<file path="config.mk">
export PLATFORM = sky130hd
export DESIGN_NAME = xml_entity_reference_decoder_unit
export DESIGN_NICKNAME = d
export VERILOG_FILES = /design/src/rtl/xerd_pkg.sv /design/src/rtl/xml_entity_reference_decoder_unit.sv /design/src/rtl/xerd_decoder.sv
export VERILOG_INCLUDE_DIRS = /design/src /design/src/rtl
export SDC_FILE = /design/constraint.sdc
export NUM_CORES = 1
export LEC_CHECK = 0
export BUFFER_PORTS_ARGS = -buffer_cell sky130_fd_sc_hd__buf_2
export CORE_UTILIZATION = 55
export DETAILED_ROUTE_END_ITERATION = 7
export GPL_TIMING_DRIVEN = 0
export PLACE_DENSITY = 0.71
export RECOVER_POWER = 100
export SLEW_MARGIN = 20
export SYNTH_ARGS = -nofsm -noshare
export SYNTH_HDL_FRONTEND = slang
export SYNTH_SLANG_ARGS = --single-unit
</file>
<file path="constraint.sdc">
create_clock -name clk -period 9.8 [get_ports clk]
set_input_delay 1.47 -clock clk [delete_from_list [all_inputs] [get_ports clk]]
set_output_delay 1.47 -clock clk [all_outputs]
set_load 0.02 [all_outputs]
</file>
<file path="src/rtl/assert_macros.svh">
// Assertion helpers for the RTL files.
// Both macros compile to nothing when SYNTHESIS is defined.
`ifndef ASSERT_MACROS_SVH
`define ASSERT_MACROS_SVH
`ifndef SYNTHESIS
// Property must hold on every rising clock edge outside reset.
`define ASSERT_PROP(label, clk, rst_n, prop) \
	label: assert property (@(posedge clk) disable iff (!rst_n) prop) \
		else $error("%m: assertion failed");
// Condition must never be true outside reset.
`define ASSERT_NEVER(label, clk, rst_n, cond) \
	label: assert property (@(posedge clk) disable iff (!rst_n) !(cond)) \
		else $error("%m: forbidden condition seen");
`else
`define ASSERT_PROP(label, clk, rst_n, prop)
`define ASSERT_NEVER(label, clk, rst_n, cond)
`endif
`endif

</file>
<file path="src/rtl/xerd_pkg.sv">
`timescale 1ns / 1ps

package xerd_pkg;

	// Default depth of the result group queue
	localparam int GROUP_DEPTH_DEFAULT = 4;

	// Code point limits for UTF-8 length selection
	localparam logic [20:0] UTF8_LIM1  = 21'h000080;
	localparam logic [20:0] UTF8_LIM2  = 21'h000800;
	localparam logic [20:0] UTF8_LIM3  = 21'h010000;
	localparam logic [20:0] CODE_LIMIT = 21'h110000;

	// Entity matcher states, one-hot
	typedef enum logic [21:0] {
		ST_IDLE      = 22'h000001,
		ST_AMP       = 22'h000002,
		ST_A         = 22'h000004,
		ST_AM        = 22'h000008,
		ST_AMP_END   = 22'h000010,
		ST_AP        = 22'h000020,
		ST_APO       = 22'h000040,
		ST_APOS_END  = 22'h000080,
		ST_Q         = 22'h000100,
		ST_QU        = 22'h000200,
		ST_QUO       = 22'h000400,
		ST_QUOT_END  = 22'h000800,
		ST_G         = 22'h001000,
		ST_GT_END    = 22'h002000,
		ST_L         = 22'h004000,
		ST_LT_END    = 22'h008000,
		ST_N         = 22'h010000,
		ST_NB        = 22'h020000,
		ST_NBS       = 22'h040000,
		ST_NBSP_END  = 22'h080000,
		ST_HASH      = 22'h100000,
		ST_NUM       = 22'h200000
	} xerd_state_t;

	// Results caused by one input byte: up to four data bytes, or one
	// error result, or one empty end-of-value result
	typedef struct packed {
		logic [3:0][7:0] bytes;   // bytes[0] goes out first
		logic [1:0]      cnt_m1;  // number of results minus one
		logic            data;    // results carry bytes
		logic            err;     // single error result
		logic            vend;    // value ends with the last result
	} xerd_group_t;

	typedef struct packed {
		logic       ok;
		logic [3:0] val;
	} xerd_digit_t;

	typedef struct packed {
		logic [3:0][7:0] bytes;
		logic [1:0]      cnt_m1;
	} xerd_utf8_t;

	// Decimal or hex digit value of one byte
	function automatic xerd_digit_t digit_value(input logic [7:0] b, input logic hex);
		xerd_digit_t r;
		r.ok  = 1'b0;
		r.val = 4'd0;
		if (b >= "0" && b <= "9") begin
			r.ok  = 1'b1;
			r.val = b[3:0];
		end else if (hex && ((b >= "A" && b <= "F") || (b >= "a" && b <= "f"))) begin
			r.ok  = 1'b1;
			r.val = 4'(b[2:0] + 3'd1) + 4'd8;
		end
		return r;
	endfunction

	// UTF-8 encoding of a code point below 0x200000
	function automatic xerd_utf8_t utf8_encode(input logic [20:0] c);
		xerd_utf8_t r;
		r.bytes = '0;
		if (c < UTF8_LIM1) begin
			r.bytes[0] = c[7:0];
			r.cnt_m1   = 2'd0;
		end else if (c < UTF8_LIM2) begin
			r.bytes[0] = {3'b110, c[10:6]};
			r.bytes[1] = {2'b10, c[5:0]};
			r.cnt_m1   = 2'd1;
		end else if (c < UTF8_LIM3) begin
			r.bytes[0] = {4'b1110, c[15:12]};
			r.bytes[1] = {2'b10, c[11:6]};
			r.bytes[2] = {2'b10, c[5:0]};
			r.cnt_m1   = 2'd2;
		end else begin
			r.bytes[0] = {5'b11110, c[20:18]};
			r.bytes[1] = {2'b10, c[17:12]};
			r.bytes[2] = {2'b10, c[11:6]};
			r.bytes[3] = {2'b10, c[5:0]};
			r.cnt_m1   = 2'd3;
		end
		return r;
	endfunction

endpackage

</file>
<file path="src/rtl/xml_entity_reference_decoder_unit.sv">
`timescale 1ns / 1ps

// XML attribute-value entity decoder.
// Input channel (in_valid/in_ready): one byte of an attribute value per
// transfer, value_last marking the final byte of a value. Output channel
// (out_valid/out_ready): one result per transfer; a data byte
// (byte_valid), an error (decode_error) or an empty end marker, with
// value_end on the last result of a value.
// Named entities and numeric references become UTF-8 of 1 to 4 bytes;
// after an error, bytes are dropped until the value ends.
// Path: an input byte is registered, then decoded into a result group
// queue. Throughput: one input byte and one result per cycle while the
// queue has room and the receiver is ready; a group of several results
// drains one result per cycle from the queue while the receiver is ready.
// When the receiver stalls, the queue (GROUP_DEPTH groups) fills and then
// in_ready drops; nothing is lost. Reset clears the matcher, the input
// register and the queue; no results are pending afterwards.
`include "assert_macros.svh"

module xml_entity_reference_decoder_unit #(
	parameter int GROUP_DEPTH = xerd_pkg::GROUP_DEPTH_DEFAULT
) (
	input  logic       clk,
	input  logic       arst_n,
	input  logic       in_valid,
	output logic       in_ready,
	input  logic [7:0] in_byte,
	input  logic       value_last,
	output logic       out_valid,
	input  logic       out_ready,
	output logic [7:0] out_byte,
	output logic       byte_valid,
	output logic       decode_error,
	output logic       value_end
);

	localparam int PtrW = $clog2(GROUP_DEPTH);
	localparam int CntW = $clog2(GROUP_DEPTH + 1);
	localparam logic [CntW-1:0] DepthCnt = CntW'(GROUP_DEPTH);
	localparam logic [PtrW-1:0] PtrLast  = PtrW'(GROUP_DEPTH - 1);

	logic       valid_s1;
	logic [7:0] in_byte_s1;
	logic       value_last_s1;
	logic       step, push, pop, out_xfer, grp_valid;

	xerd_pkg::xerd_group_t grp_new, head;
	xerd_pkg::xerd_group_t grp_q [GROUP_DEPTH];

	logic [PtrW-1:0] wr_ptr_q, rd_ptr_q;
	logic [CntW-1:0] grp_cnt_q;
	logic [1:0]      idx_q;
	logic            head_last;

	// Input register handshake
	assign step     = valid_s1 && (grp_cnt_q < DepthCnt);
	assign in_ready = !valid_s1 || step;

	always_ff @(posedge clk or negedge arst_n) begin
		if (!arst_n) begin
			valid_s1 <= 1'b0;
		end else if (in_valid && in_ready) begin
			valid_s1 <= 1'b1;
		end else if (step) begin
			valid_s1 <= 1'b0;
		end
	end

	always_ff @(posedge clk) begin
		if (in_valid && in_ready) begin
			in_byte_s1    <= in_byte;
			value_last_s1 <= value_last;
		end
	end

	// Decode stage
	xerd_decoder u_decoder (
		.clk        (clk),
		.arst_n     (arst_n),
		.step       (step),
		.in_byte    (in_byte_s1),
		.value_last (value_last_s1),
		.grp_valid  (grp_valid),
		.grp        (grp_new)
	);

	// Result group queue
	assign head      = grp_q[rd_ptr_q];
	assign head_last = (idx_q == head.cnt_m1);
	assign push      = step && grp_valid;
	assign out_xfer  = out_valid && out_ready;
	assign pop       = out_xfer && head_last;

	always_ff @(posedge clk) begin
		if (push) begin
			grp_q[wr_ptr_q] <= grp_new;
		end
	end

	always_ff @(posedge clk or negedge arst_n) begin
		if (!arst_n) begin
			wr_ptr_q  <= '0;
			rd_ptr_q  <= '0;
			grp_cnt_q <= '0;
			idx_q     <= '0;
		end else begin
			if (push) begin
				wr_ptr_q <= (wr_ptr_q == PtrLast) ? '0 : wr_ptr_q + 1'b1;
			end
			if (pop) begin
				rd_ptr_q <= (rd_ptr_q == PtrLast) ? '0 : rd_ptr_q + 1'b1;
				idx_q    <= '0;
			end else if (out_xfer) begin
				idx_q <= idx_q + 2'd1;
			end
			if (push && !pop) begin
				grp_cnt_q <= grp_cnt_q + 1'b1;
			end else if (pop && !push) begin
				grp_cnt_q <= grp_cnt_q - 1'b1;
			end
		end
	end

	// Output from the head group, one result per transfer
	assign out_valid    = (grp_cnt_q != '0);
	assign out_byte     = head.data ? head.bytes[idx_q] : 8'h00;
	assign byte_valid   = head.data;
	assign decode_error = head.err;
	assign value_end    = head.vend && head_last;

	`ASSERT_NEVER(a_cnt_bound, clk, arst_n, grp_cnt_q > DepthCnt)
	`ASSERT_PROP(a_idx_in_group, clk, arst_n, out_valid |-> (idx_q <= head.cnt_m1))
	`ASSERT_NEVER(a_err_no_data, clk, arst_n, out_valid && decode_error && byte_valid)
	`ASSERT_PROP(a_end_restarts, clk, arst_n, (out_xfer && value_end) |=> (idx_q == 2'd0))
	`ASSERT_PROP(a_full_stalls, clk, arst_n, (valid_s1 && grp_cnt_q == DepthCnt) |-> !in_ready)

endmodule

</file>
<file path="src/rtl/xerd_decoder.sv">
`timescale 1ns / 1ps

// Entity matcher and numeric reference accumulator. One byte per step;
// the result group for that byte is presented combinationally.
module xerd_decoder (
	input  logic               clk,
	input  logic               arst_n,
	input  logic               step,
	input  logic [7:0]         in_byte,
	input  logic               value_last,
	output logic               grp_valid,
	output xerd_pkg::xerd_group_t grp
);

	localparam logic [7:0] NBSP_HI = 8'hC2;
	localparam logic [7:0] NBSP_LO = 8'hA0;

	xerd_pkg::xerd_state_t state_q, state_d, nxt;
	logic [20:0] accum_q, accum_d;
	logic        ovf_q, ovf_d;
	logic        hex_q, hex_d;
	logic        disc_q, disc_d;
	logic        err;
	logic [24:0] acc_wide, prod, sum;

	xerd_pkg::xerd_digit_t dig;
	xerd_pkg::xerd_utf8_t  enc;

	// Next accumulator value: times 10 or 16 plus digit
	assign dig      = xerd_pkg::digit_value(in_byte, hex_q);
	assign enc      = xerd_pkg::utf8_encode(accum_q);
	assign acc_wide = {4'b0, accum_q};
	assign prod     = hex_q ? (acc_wide << 4) : ((acc_wide << 3) + (acc_wide << 1));
	assign sum      = prod + {21'b0, dig.val};

	// Matcher and result group
	always_comb begin
		state_d   = state_q;
		accum_d   = accum_q;
		ovf_d     = ovf_q;
		hex_d     = hex_q;
		disc_d    = disc_q;
		nxt       = xerd_pkg::ST_IDLE;
		err       = 1'b0;
		grp       = '0;
		grp_valid = 1'b0;
		if (disc_q) begin
			// dropping bytes until the value ends
			if (value_last) begin
				disc_d    = 1'b0;
				grp_valid = 1'b1;
				grp.vend  = 1'b1;
			end
		end else begin
			unique case (state_q)
				xerd_pkg::ST_AMP: begin
					if (in_byte == "a") nxt = xerd_pkg::ST_A;
					else if (in_byte == "q") nxt = xerd_pkg::ST_Q;
					else if (in_byte == "g") nxt = xerd_pkg::ST_G;
					else if (in_byte == "l") nxt = xerd_pkg::ST_L;
					else if (in_byte == "n") nxt = xerd_pkg::ST_N;
					else if (in_byte == "#") begin
						nxt     = xerd_pkg::ST_HASH;
						accum_d = '0;
						ovf_d   = 1'b0;
						hex_d   = 1'b0;
					end else err = 1'b1;
				end
				xerd_pkg::ST_A: begin
					if (in_byte == "m") nxt = xerd_pkg::ST_AM;
					else if (in_byte == "p") nxt = xerd_pkg::ST_AP;
					else err = 1'b1;
				end
				xerd_pkg::ST_AM: begin
					if (in_byte == "p") nxt = xerd_pkg::ST_AMP_END; else err = 1'b1;
				end
				xerd_pkg::ST_AP: begin
					if (in_byte == "o") nxt = xerd_pkg::ST_APO; else err = 1'b1;
				end
				xerd_pkg::ST_APO: begin
					if (in_byte == "s") nxt = xerd_pkg::ST_APOS_END; else err = 1'b1;
				end
				xerd_pkg::ST_Q: begin
					if (in_byte == "u") nxt = xerd_pkg::ST_QU; else err = 1'b1;
				end
				xerd_pkg::ST_QU: begin
					if (in_byte == "o") nxt = xerd_pkg::ST_QUO; else err = 1'b1;
				end
				xerd_pkg::ST_QUO: begin
					if (in_byte == "t") nxt = xerd_pkg::ST_QUOT_END; else err = 1'b1;
				end
				xerd_pkg::ST_G: begin
					if (in_byte == "t") nxt = xerd_pkg::ST_GT_END; else err = 1'b1;
				end
				xerd_pkg::ST_L: begin
					if (in_byte == "t") nxt = xerd_pkg::ST_LT_END; else err = 1'b1;
				end
				xerd_pkg::ST_N: begin
					if (in_byte == "b") nxt = xerd_pkg::ST_NB; else err = 1'b1;
				end
				xerd_pkg::ST_NB: begin
					if (in_byte == "s") nxt = xerd_pkg::ST_NBS; else err = 1'b1;
				end
				xerd_pkg::ST_NBS: begin
					if (in_byte == "p") nxt = xerd_pkg::ST_NBSP_END; else err = 1'b1;
				end
				// name complete, expect the closing semicolon
				xerd_pkg::ST_AMP_END, xerd_pkg::ST_APOS_END, xerd_pkg::ST_QUOT_END,
				xerd_pkg::ST_GT_END, xerd_pkg::ST_LT_END, xerd_pkg::ST_NBSP_END: begin
					if (in_byte != ";") begin
						err = 1'b1;
					end else begin
						grp_valid = 1'b1;
						grp.data  = 1'b1;
						unique case (state_q)
							xerd_pkg::ST_AMP_END:  grp.bytes[0] = "&";
							xerd_pkg::ST_APOS_END: grp.bytes[0] = "'";
							xerd_pkg::ST_QUOT_END: grp.bytes[0] = "\"";
							xerd_pkg::ST_GT_END:   grp.bytes[0] = ">";
							xerd_pkg::ST_LT_END:   grp.bytes[0] = "<";
							default: begin
								grp.bytes[0] = NBSP_HI;
								grp.bytes[1] = NBSP_LO;
								grp.cnt_m1   = 2'd1;
							end
						endcase
					end
				end
				// numeric reference
				xerd_pkg::ST_HASH, xerd_pkg::ST_NUM: begin
					if (state_q == xerd_pkg::ST_HASH && in_byte == "x") begin
						hex_d = 1'b1;
						nxt   = xerd_pkg::ST_NUM;
					end else if (dig.ok) begin
						nxt = xerd_pkg::ST_NUM;
						if (!ovf_q) begin
							if (sum >= {4'b0, xerd_pkg::CODE_LIMIT}) ovf_d = 1'b1;
							else accum_d = sum[20:0];
						end
					end else if (in_byte == ";") begin
						if (ovf_q) begin
							err = 1'b1;
						end else begin
							grp_valid  = 1'b1;
							grp.data   = 1'b1;
							grp.bytes  = enc.bytes;
							grp.cnt_m1 = enc.cnt_m1;
						end
					end else begin
						err = 1'b1;
					end
				end
				// idle and unused codes
				default: begin
					if (in_byte == "&") begin
						nxt = xerd_pkg::ST_AMP;
					end else begin
						grp_valid    = 1'b1;
						grp.data     = 1'b1;
						grp.bytes[0] = in_byte;
					end
				end
			endcase

			// error or value ending inside an entity
			if (err) begin
				nxt       = xerd_pkg::ST_IDLE;
				grp       = '0;
				grp.err   = 1'b1;
				grp_valid = 1'b1;
				disc_d    = !value_last;
			end else if (value_last && nxt != xerd_pkg::ST_IDLE) begin
				nxt       = xerd_pkg::ST_IDLE;
				grp       = '0;
				grp.err   = 1'b1;
				grp_valid = 1'b1;
			end
			state_d  = nxt;
			grp.vend = value_last;
		end
	end

	// State registers
	always_ff @(posedge clk or negedge arst_n) begin
		if (!arst_n) begin
			state_q <= xerd_pkg::ST_IDLE;
			accum_q <= '0;
			ovf_q   <= 1'b0;
			hex_q   <= 1'b0;
			disc_q  <= 1'b0;
		end else if (step) begin
			state_q <= state_d;
			accum_q <= accum_d;
			ovf_q   <= ovf_d;
			hex_q   <= hex_d;
			disc_q  <= disc_d;
		end
	end

endmodule
</file>
# Yosys cells after proc, flatten, opt, wreduce, memory -nomap -nowiden
# Memories as Yosys holds them, arrays and structs flattened.
# Cells that the tools add are included.
classes:
  bitwise_logic: 1
  n_eq_ne: 53
  n_div: 0
  n_mul: 0
  add_sub_neg: 9
  reduce_logical: 37
  shift: 0
  n_mux: 124
  n_lt_le_gt_ge: 12
ops:
  columns: ["operator", "count"]
  rows:
  - ["22-bit one-hot mux with 15 select lines", 1]
  - ["22-bit 2-to-1 mux", 11]
  - ["21-bit 2-to-1 mux", 11]
  - ["35-bit 2-to-1 mux", 4]
  - ["8-bit by 7-bit == test with 1-bit output, second input constant", 13]
  - ["37-bit 2-to-1 mux", 2]
  - ["1-bit 2-to-1 mux", 49]
  - ["16-bit 2-to-1 mux", 3]
  - ["24-bit 2-to-1 mux", 2]
  - ["8-bit 2-to-1 mux", 6]
  - ["21-bit one-hot mux with 2 select lines", 1]
  - ["8-bit one-hot mux with 5 select lines", 1]
  - ["19-bit 2-to-1 mux", 2]
  - ["18-bit 2-to-1 mux", 2]
  - ["36-bit 2-to-1 mux", 1]
  - ["24-bit by 22-bit adder with 25-bit output", 1]
  - ["25-bit by 4-bit adder with 25-bit output", 1]
  - ["25-bit by 21-bit greater-or-equal comparator with 1-bit output, second input constant", 1]
  - ["25-bit 2-to-1 mux", 1]
  - ["8-bit by 6-bit == test with 1-bit output, second input constant", 3]
  - ["8-bit one-hot mux with 3 select lines", 1]
  - ["22-bit by 10-bit == test with 1-bit output, second input constant", 1]
  - ["22-bit by 11-bit == test with 1-bit output, second input constant", 1]
  - ["22-bit by 12-bit == test with 1-bit output, second input constant", 1]
  - ["69 further kinds", 116]
word_totals:
  wordCells: 249
  latch_bits: 0
  reg_bits: 65
  mem_bits_rw: 148
  output_inout_bits: 13
  mem_count: 1
  romBits: 0
  in_bits: 13
mem_list:
  columns: ["name", "words", "width", "read_ports", "rd_ports_with_merged_regs", "write_ports", "line", "rtl"]
  rows:
  - ["grp_q", 4, 37, 1, 0, 1, "xml_entity_reference_decoder_unit.sv:48", "xerd_pkg::xerd_group_t grp_q [GROUP_DEPTH];"]

# Longest topological paths before layout
depth:
  depth_word: 20
  depth_mapped: 20
  mapped_depth_nobuf: 18

# Hierarchy
# Synthesis repeated with hierarchy kept, for this count alone.
hier_totals:
  cells_unflattened: 1055
  hier_area_um2: 12385.6
by_module_without_submodules:
  columns: ["mod", "instances", "area_each_um2", "cells_each", "seq_area_each_um2"]
  rows:
  - ["xml_entity_reference_decoder_unit", 1, 6583.8, 307, 4964.8]
  - ["xerd_decoder", 1, 5801.8, 748, 1152.4]

# Worst setup path before layout
# Ideal clock, no wire load.
synth_timing:
  path_kind: "register -> register"
  from: "reg in_byte_s1[1]"
  to: "reg u_decoder.accum_q[20]"
  stages_incl_launch_ff: 21
  synth_period_minus_slack_ps: 4272
  setup_time_ps: 131
  arrival_time_ps: 4141
  slack_ps: 5528
  path_buffers: 2
  required_time_ps: 9669
  cell_sequence: "edfxtp_1 > inv_1 > ha_1 > clkbuf_1 > o21bai_1 > a21oi_1 > nor2b_1 > xnor2_1 > nor2_1 > inv_1 > fa_1 > nor2b_1 > o21bai_1 > nand3b_1 > nor2b_1 > and2_1 > nand4_1 > mux2_4 > a2111oi_4 > buf_6 > o32ai_2"
synth_between:
  elab_chain_len: 12
  word_cells_on_any_way: 40
  classes_between: "add/sub: 3; order compare: 7; eq/ne: 16; mux: 7; reduce/logical: 7"
synth_rtl:
  columns: ["element", "line", "rtl"]
  rows:
  - ["start, declared", "xml_entity_reference_decoder_unit.sv:43", "logic [7:0] in_byte_s1;"]
  - ["start signal, assigned", "xml_entity_reference_decoder_unit.sv:71", "in_byte_s1 <= in_byte;"]
  - ["branches (longest 12 deep; another with 25-bit by 4-bit adder with 25-bit output)", null, null]
  - ["end signal, assigned", "xerd_decoder.sv:193", "accum_q <= accum_d;"]
  - ["end, declared", "xerd_decoder.sv:19", "logic [20:0] accum_q, accum_d;"]
# Parallel ways; which one is timed is not known. The select of a mux whose other input is x is not followed.
# A chain may end at the register's enable or synchronous reset.

# Worst setup path in the final report
# Ends and elaborated chain as after synthesis.

==> impl_metrics.tcl <==
set metrics [dict create \
    ys_seq_area_frac 0.4868 \
    post_cts_buffers 0 \
    antenna_found_initial 0 \
    core_area_mm2 0.02102 \
    hold_viol_final 0 \
    switchingPower_uw 834.6 \
    dr_wl_met2_um 14080 \
    cts_tree "done" \
    clock-sinks 201 \
    wl_per_cell_um 21.29 \
    hold_buffers 0 \
    rsz0062_at_grt "false" \
    gp_congestion 0.8884 \
    fp.dieArea_mm2 0.02209 \
    synth_edf_count 145 \
    start_kind "flip-flop" \
    cts_buffer_depth 3 \
    dr.pass1.iters 5 \
    synthCells 1037 \
    fin_total_pwr_uw 2782 \
    route.detailed.drc 0 \
    clock.fmax_mhz 149.4 \
    area_growth_pct 10.48 \
    multi_input_area_mm2 0.005667 \
    clock_latency_ns 0.52 \
    ir_drop_v 0.0001590 \
    worst_ep_arrival_time_ns 7.05 \
    max_slew_margin -1.091 \
    wl_met1_um 12850 \
    cts_buffers 23 \
    groute.usage.overall 0.2733 \
    grt_overflow 0 \
    cp.required_ns 10.15 \
    pre_cts_slack_ns 4.602 \
    dieWidth_um 148.6 \
    synth_warnings 0 \
    violations "max-capacitance violations, max-slew violations" \
    grt_pass1_vias 8411 \
    clkPwrFrac 0.336 \
    regArea_mm2 0.005757 \
    power.internal_uw 1947 \
    grt_pass1_wl_um 46200 \
    max_cap_viol_count 3 \
    hold_path_class "reg -> reg" \
    syn_avg_cell_area_um2 11.40 \
    crit_path_max_fanout 10 \
    p_sw_frac 0.3001 \
    synth_seq_cells 201 \
    wirelength_um 29420 \
    crit_type "reg -> reg" \
    synth_area_mm2 0.01183 \
    tns_ns 0 \
    ys.flop_type "edfxtp_1" \
    fin_ws_ns 3.105 \
    insertedDiodeCount 0 \
    vias 8848 \
    period_minus_slack_ns 6.695 \
    synth_async_sr_flop_share 0.2786 \
    ios 26 \
    syn_nets 1086 \
    fill_cells 1622 \
    outcome "complete, but fails checks" \
    start_util 0.5626 \
    seq_power_share 0.396 \
    drt-initial-drc-count 929 \
    top_layer "met4" \
    tightestPinTransition_ns 3.136 \
    viasPerCell 6.402 \
    wl_met3_um 1879 \
    grt_max_degree 57 \
    endpoint_kind "flip-flop" \
    drive_gt1_frac 0.1346 \
    die_h_um 148.6 \
    setup_viol 0 \
    finalCritPeriodShare 0.6831 \
    clockRootBuffer "clkbuf_16" \
    combPwrFrac 0.268 \
    skew_ns 0.01690 \
    ctsResizeCount 0 \
    htreeDepth 1 \
    final_nets 1140 \
    hpwl_um 21310 \
    num_rows 53 \
    leakage_uw 0.004862 \
    portBuffers 25 \
    drv_slew 91 \
    ant_nets 0 \
    yosysUniqueCellTypes 92 \
    clkTransAtPathRegs_ns 0.06 \
    p_per_area_mw_per_mm2 212.9 \
]
metal layers:
| metal | vias up | GRT usage |
|---|---|---|
| li1 | 4126 | - |
| met3 | 46 | 0.03896 |
| met1 | 4335 | 0.3770 |
| met5 | - | 0 |
| met2 | 341 | 0.4544 |
| met4 | 0 | 0.07062 |
cells in the final DEF (no fill, tap or decap), types with 15 or more instances in the layout:
| cell type | count |
|---|---|
| nor2b_1 | 22 |
| and3_1 | 19 |
| clkbuf_1 | 49 |
| nor4_1 | 15 |
| a21o_1 | 15 |
| mux4_2 | 40 |
| nand3_1 | 32 |
| ha_1 | 33 |
| edfxtp_1 | 145 |
| xor2_1 | 15 |
| dfrtp_1 | 55 |
| inv_1 | 45 |
| nand4_1 | 18 |
| nor2_1 | 82 |
| a21oi_1 | 52 |
| o21ai_0 | 45 |
| nor3_1 | 21 |
| o22ai_2 | 17 |
| clkbuf_16 | 23 |
| buf_2 | 19 |
| nand2_1 | 92 |
per-stage QoR:
stage          instance area, µm²  instances    util  hold slack [ns]
2_1_floorplan               11830       1037       -           0.4779
3_3_place_gp                12300       1337  0.5849           0.4828
3_5_place_dp                12400       1341  0.5901           0.4931
4_1_cts                     13230       1382  0.6295           0.5062
5_1_grt                     13070       1382  0.6216           0.5406
6_report                    13070       1382  0.6216           0.5055
logic make-up (layout without fill, tap and decap cells):
group                      after synthesis  count (layout)  share of synthesized area
DFF                                    201             201                     0.4868
buffers and inverters                   86             156                    0.03036
muxes                                   62              62                    0.09628
xor gates and xnor gates                28              28                    0.02074
adders and majority gates               36              36                    0.03999
AOI/OAI and AO/OA                      244             244                     0.1547
and+or+nand+nor                        380             380                     0.1712
Yosys cell counts, types with 12 or more instances:
cell,number,area (µm²)
clkbuf_1,26,97.59
nor4_1,16,100.1
edfxtp_1,145,4354
o22ai_2,20,250.2
dfrtp_1,55,1376
o21ai_0,39,195.2
xnor2_1,13,113.9
and3_1,19,118.9
o21ai_1,12,60.06
and2_1,12,75.07
ha_1,33,412.9
mux4_2,40,900.9
nand3_1,32,160.2
nand4_1,18,112.6
a21oi_1,52,260.3
nor2_1,82,307.8
nor2b_1,22,137.6
nand2_1,92,345.3
inv_1,45,168.9
nand2b_1,12,75.07
a21o_1,15,112.6
xor2_1,15,131.4
nor3_1,20,100.1
registers in the layout, summed over array words and instances (netlist names), 2 cells and up:
| signal | count |
|---|---|
| in_byte_s1 | 8 |
| grp_q | 136 |
| u_decoder.accum_q | 21 |
| wr_ptr_q | 2 |
| rd_ptr_q | 2 |
| grp_cnt_q | 3 |
| u_decoder.state_q | 22 |
| idx_q | 2 |
power groups by stage:
stage / Combinational (µW) / Sequential [µW] / Clock [µW]
6_report: 747 / 1100 / 935
2_1_floorplan: 541 / 1100 / 0
3_5_place_dp: 780 / 1110 / 0
5_1_grt: 808 / 1110 / 973
3_3_place_gp: 728 / 1110 / 0
4_1_cts: 790 / 1100 / 946
worst paths after layout:
| path | to | start | slack (ns) | cells past startpoint |
|---|---|---|---|---|
| max | u_decoder.accum_q[20] | in_byte_s1[1] | 3.11 | 20 |
| min | valid_s1 | valid_s1 | 0.51 | 2 |
| max reg2reg | u_decoder.accum_q[20] | in_byte_s1[1] | 3.11 | 20 |
| min reg2reg | valid_s1 | valid_s1 | 0.51 | 2 |
| max in group asynchronous | u_decoder.accum_q[7] | arst_n | 6.04 | 1 |
| min in group asynchronous | u_decoder.accum_q[20] | arst_n | 1.98 | 1 |
final cells by class:
cell class	count	share of cell area
tap	275	0.02633
clock inverter	14	0.01819
clock buffer	27	0.04520
inverter	46	0.01321
buffer	40	0.01312
multi-input combinational	750	0.4337
sequential	201	0.4406
timing repair buffer	29	0.009672
critical path: stages, from the launching register on:
cell and delay (ns):
edfxtp_1 0.51, inv_1 0.15, ha_1 0.15, clkbuf_1 0.31, o21bai_1 0.17, a21oi_1 0.34
nor2b_1 0.11, xnor2_1 0.13, nor2_1 0.15, inv_1 0.08, fa_1 0.47, nor2b_1 0.13
o21bai_1 0.10, nand3b_1 0.36, nor2b_1 0.25, and2_1 0.20, nand4_1 0.17, mux2_4 0.36
a2111oi_0 1.55, clkbuf_1 0.58, o32ai_1 0.25
No activity file was read; power rests on OpenSTA's default activity.
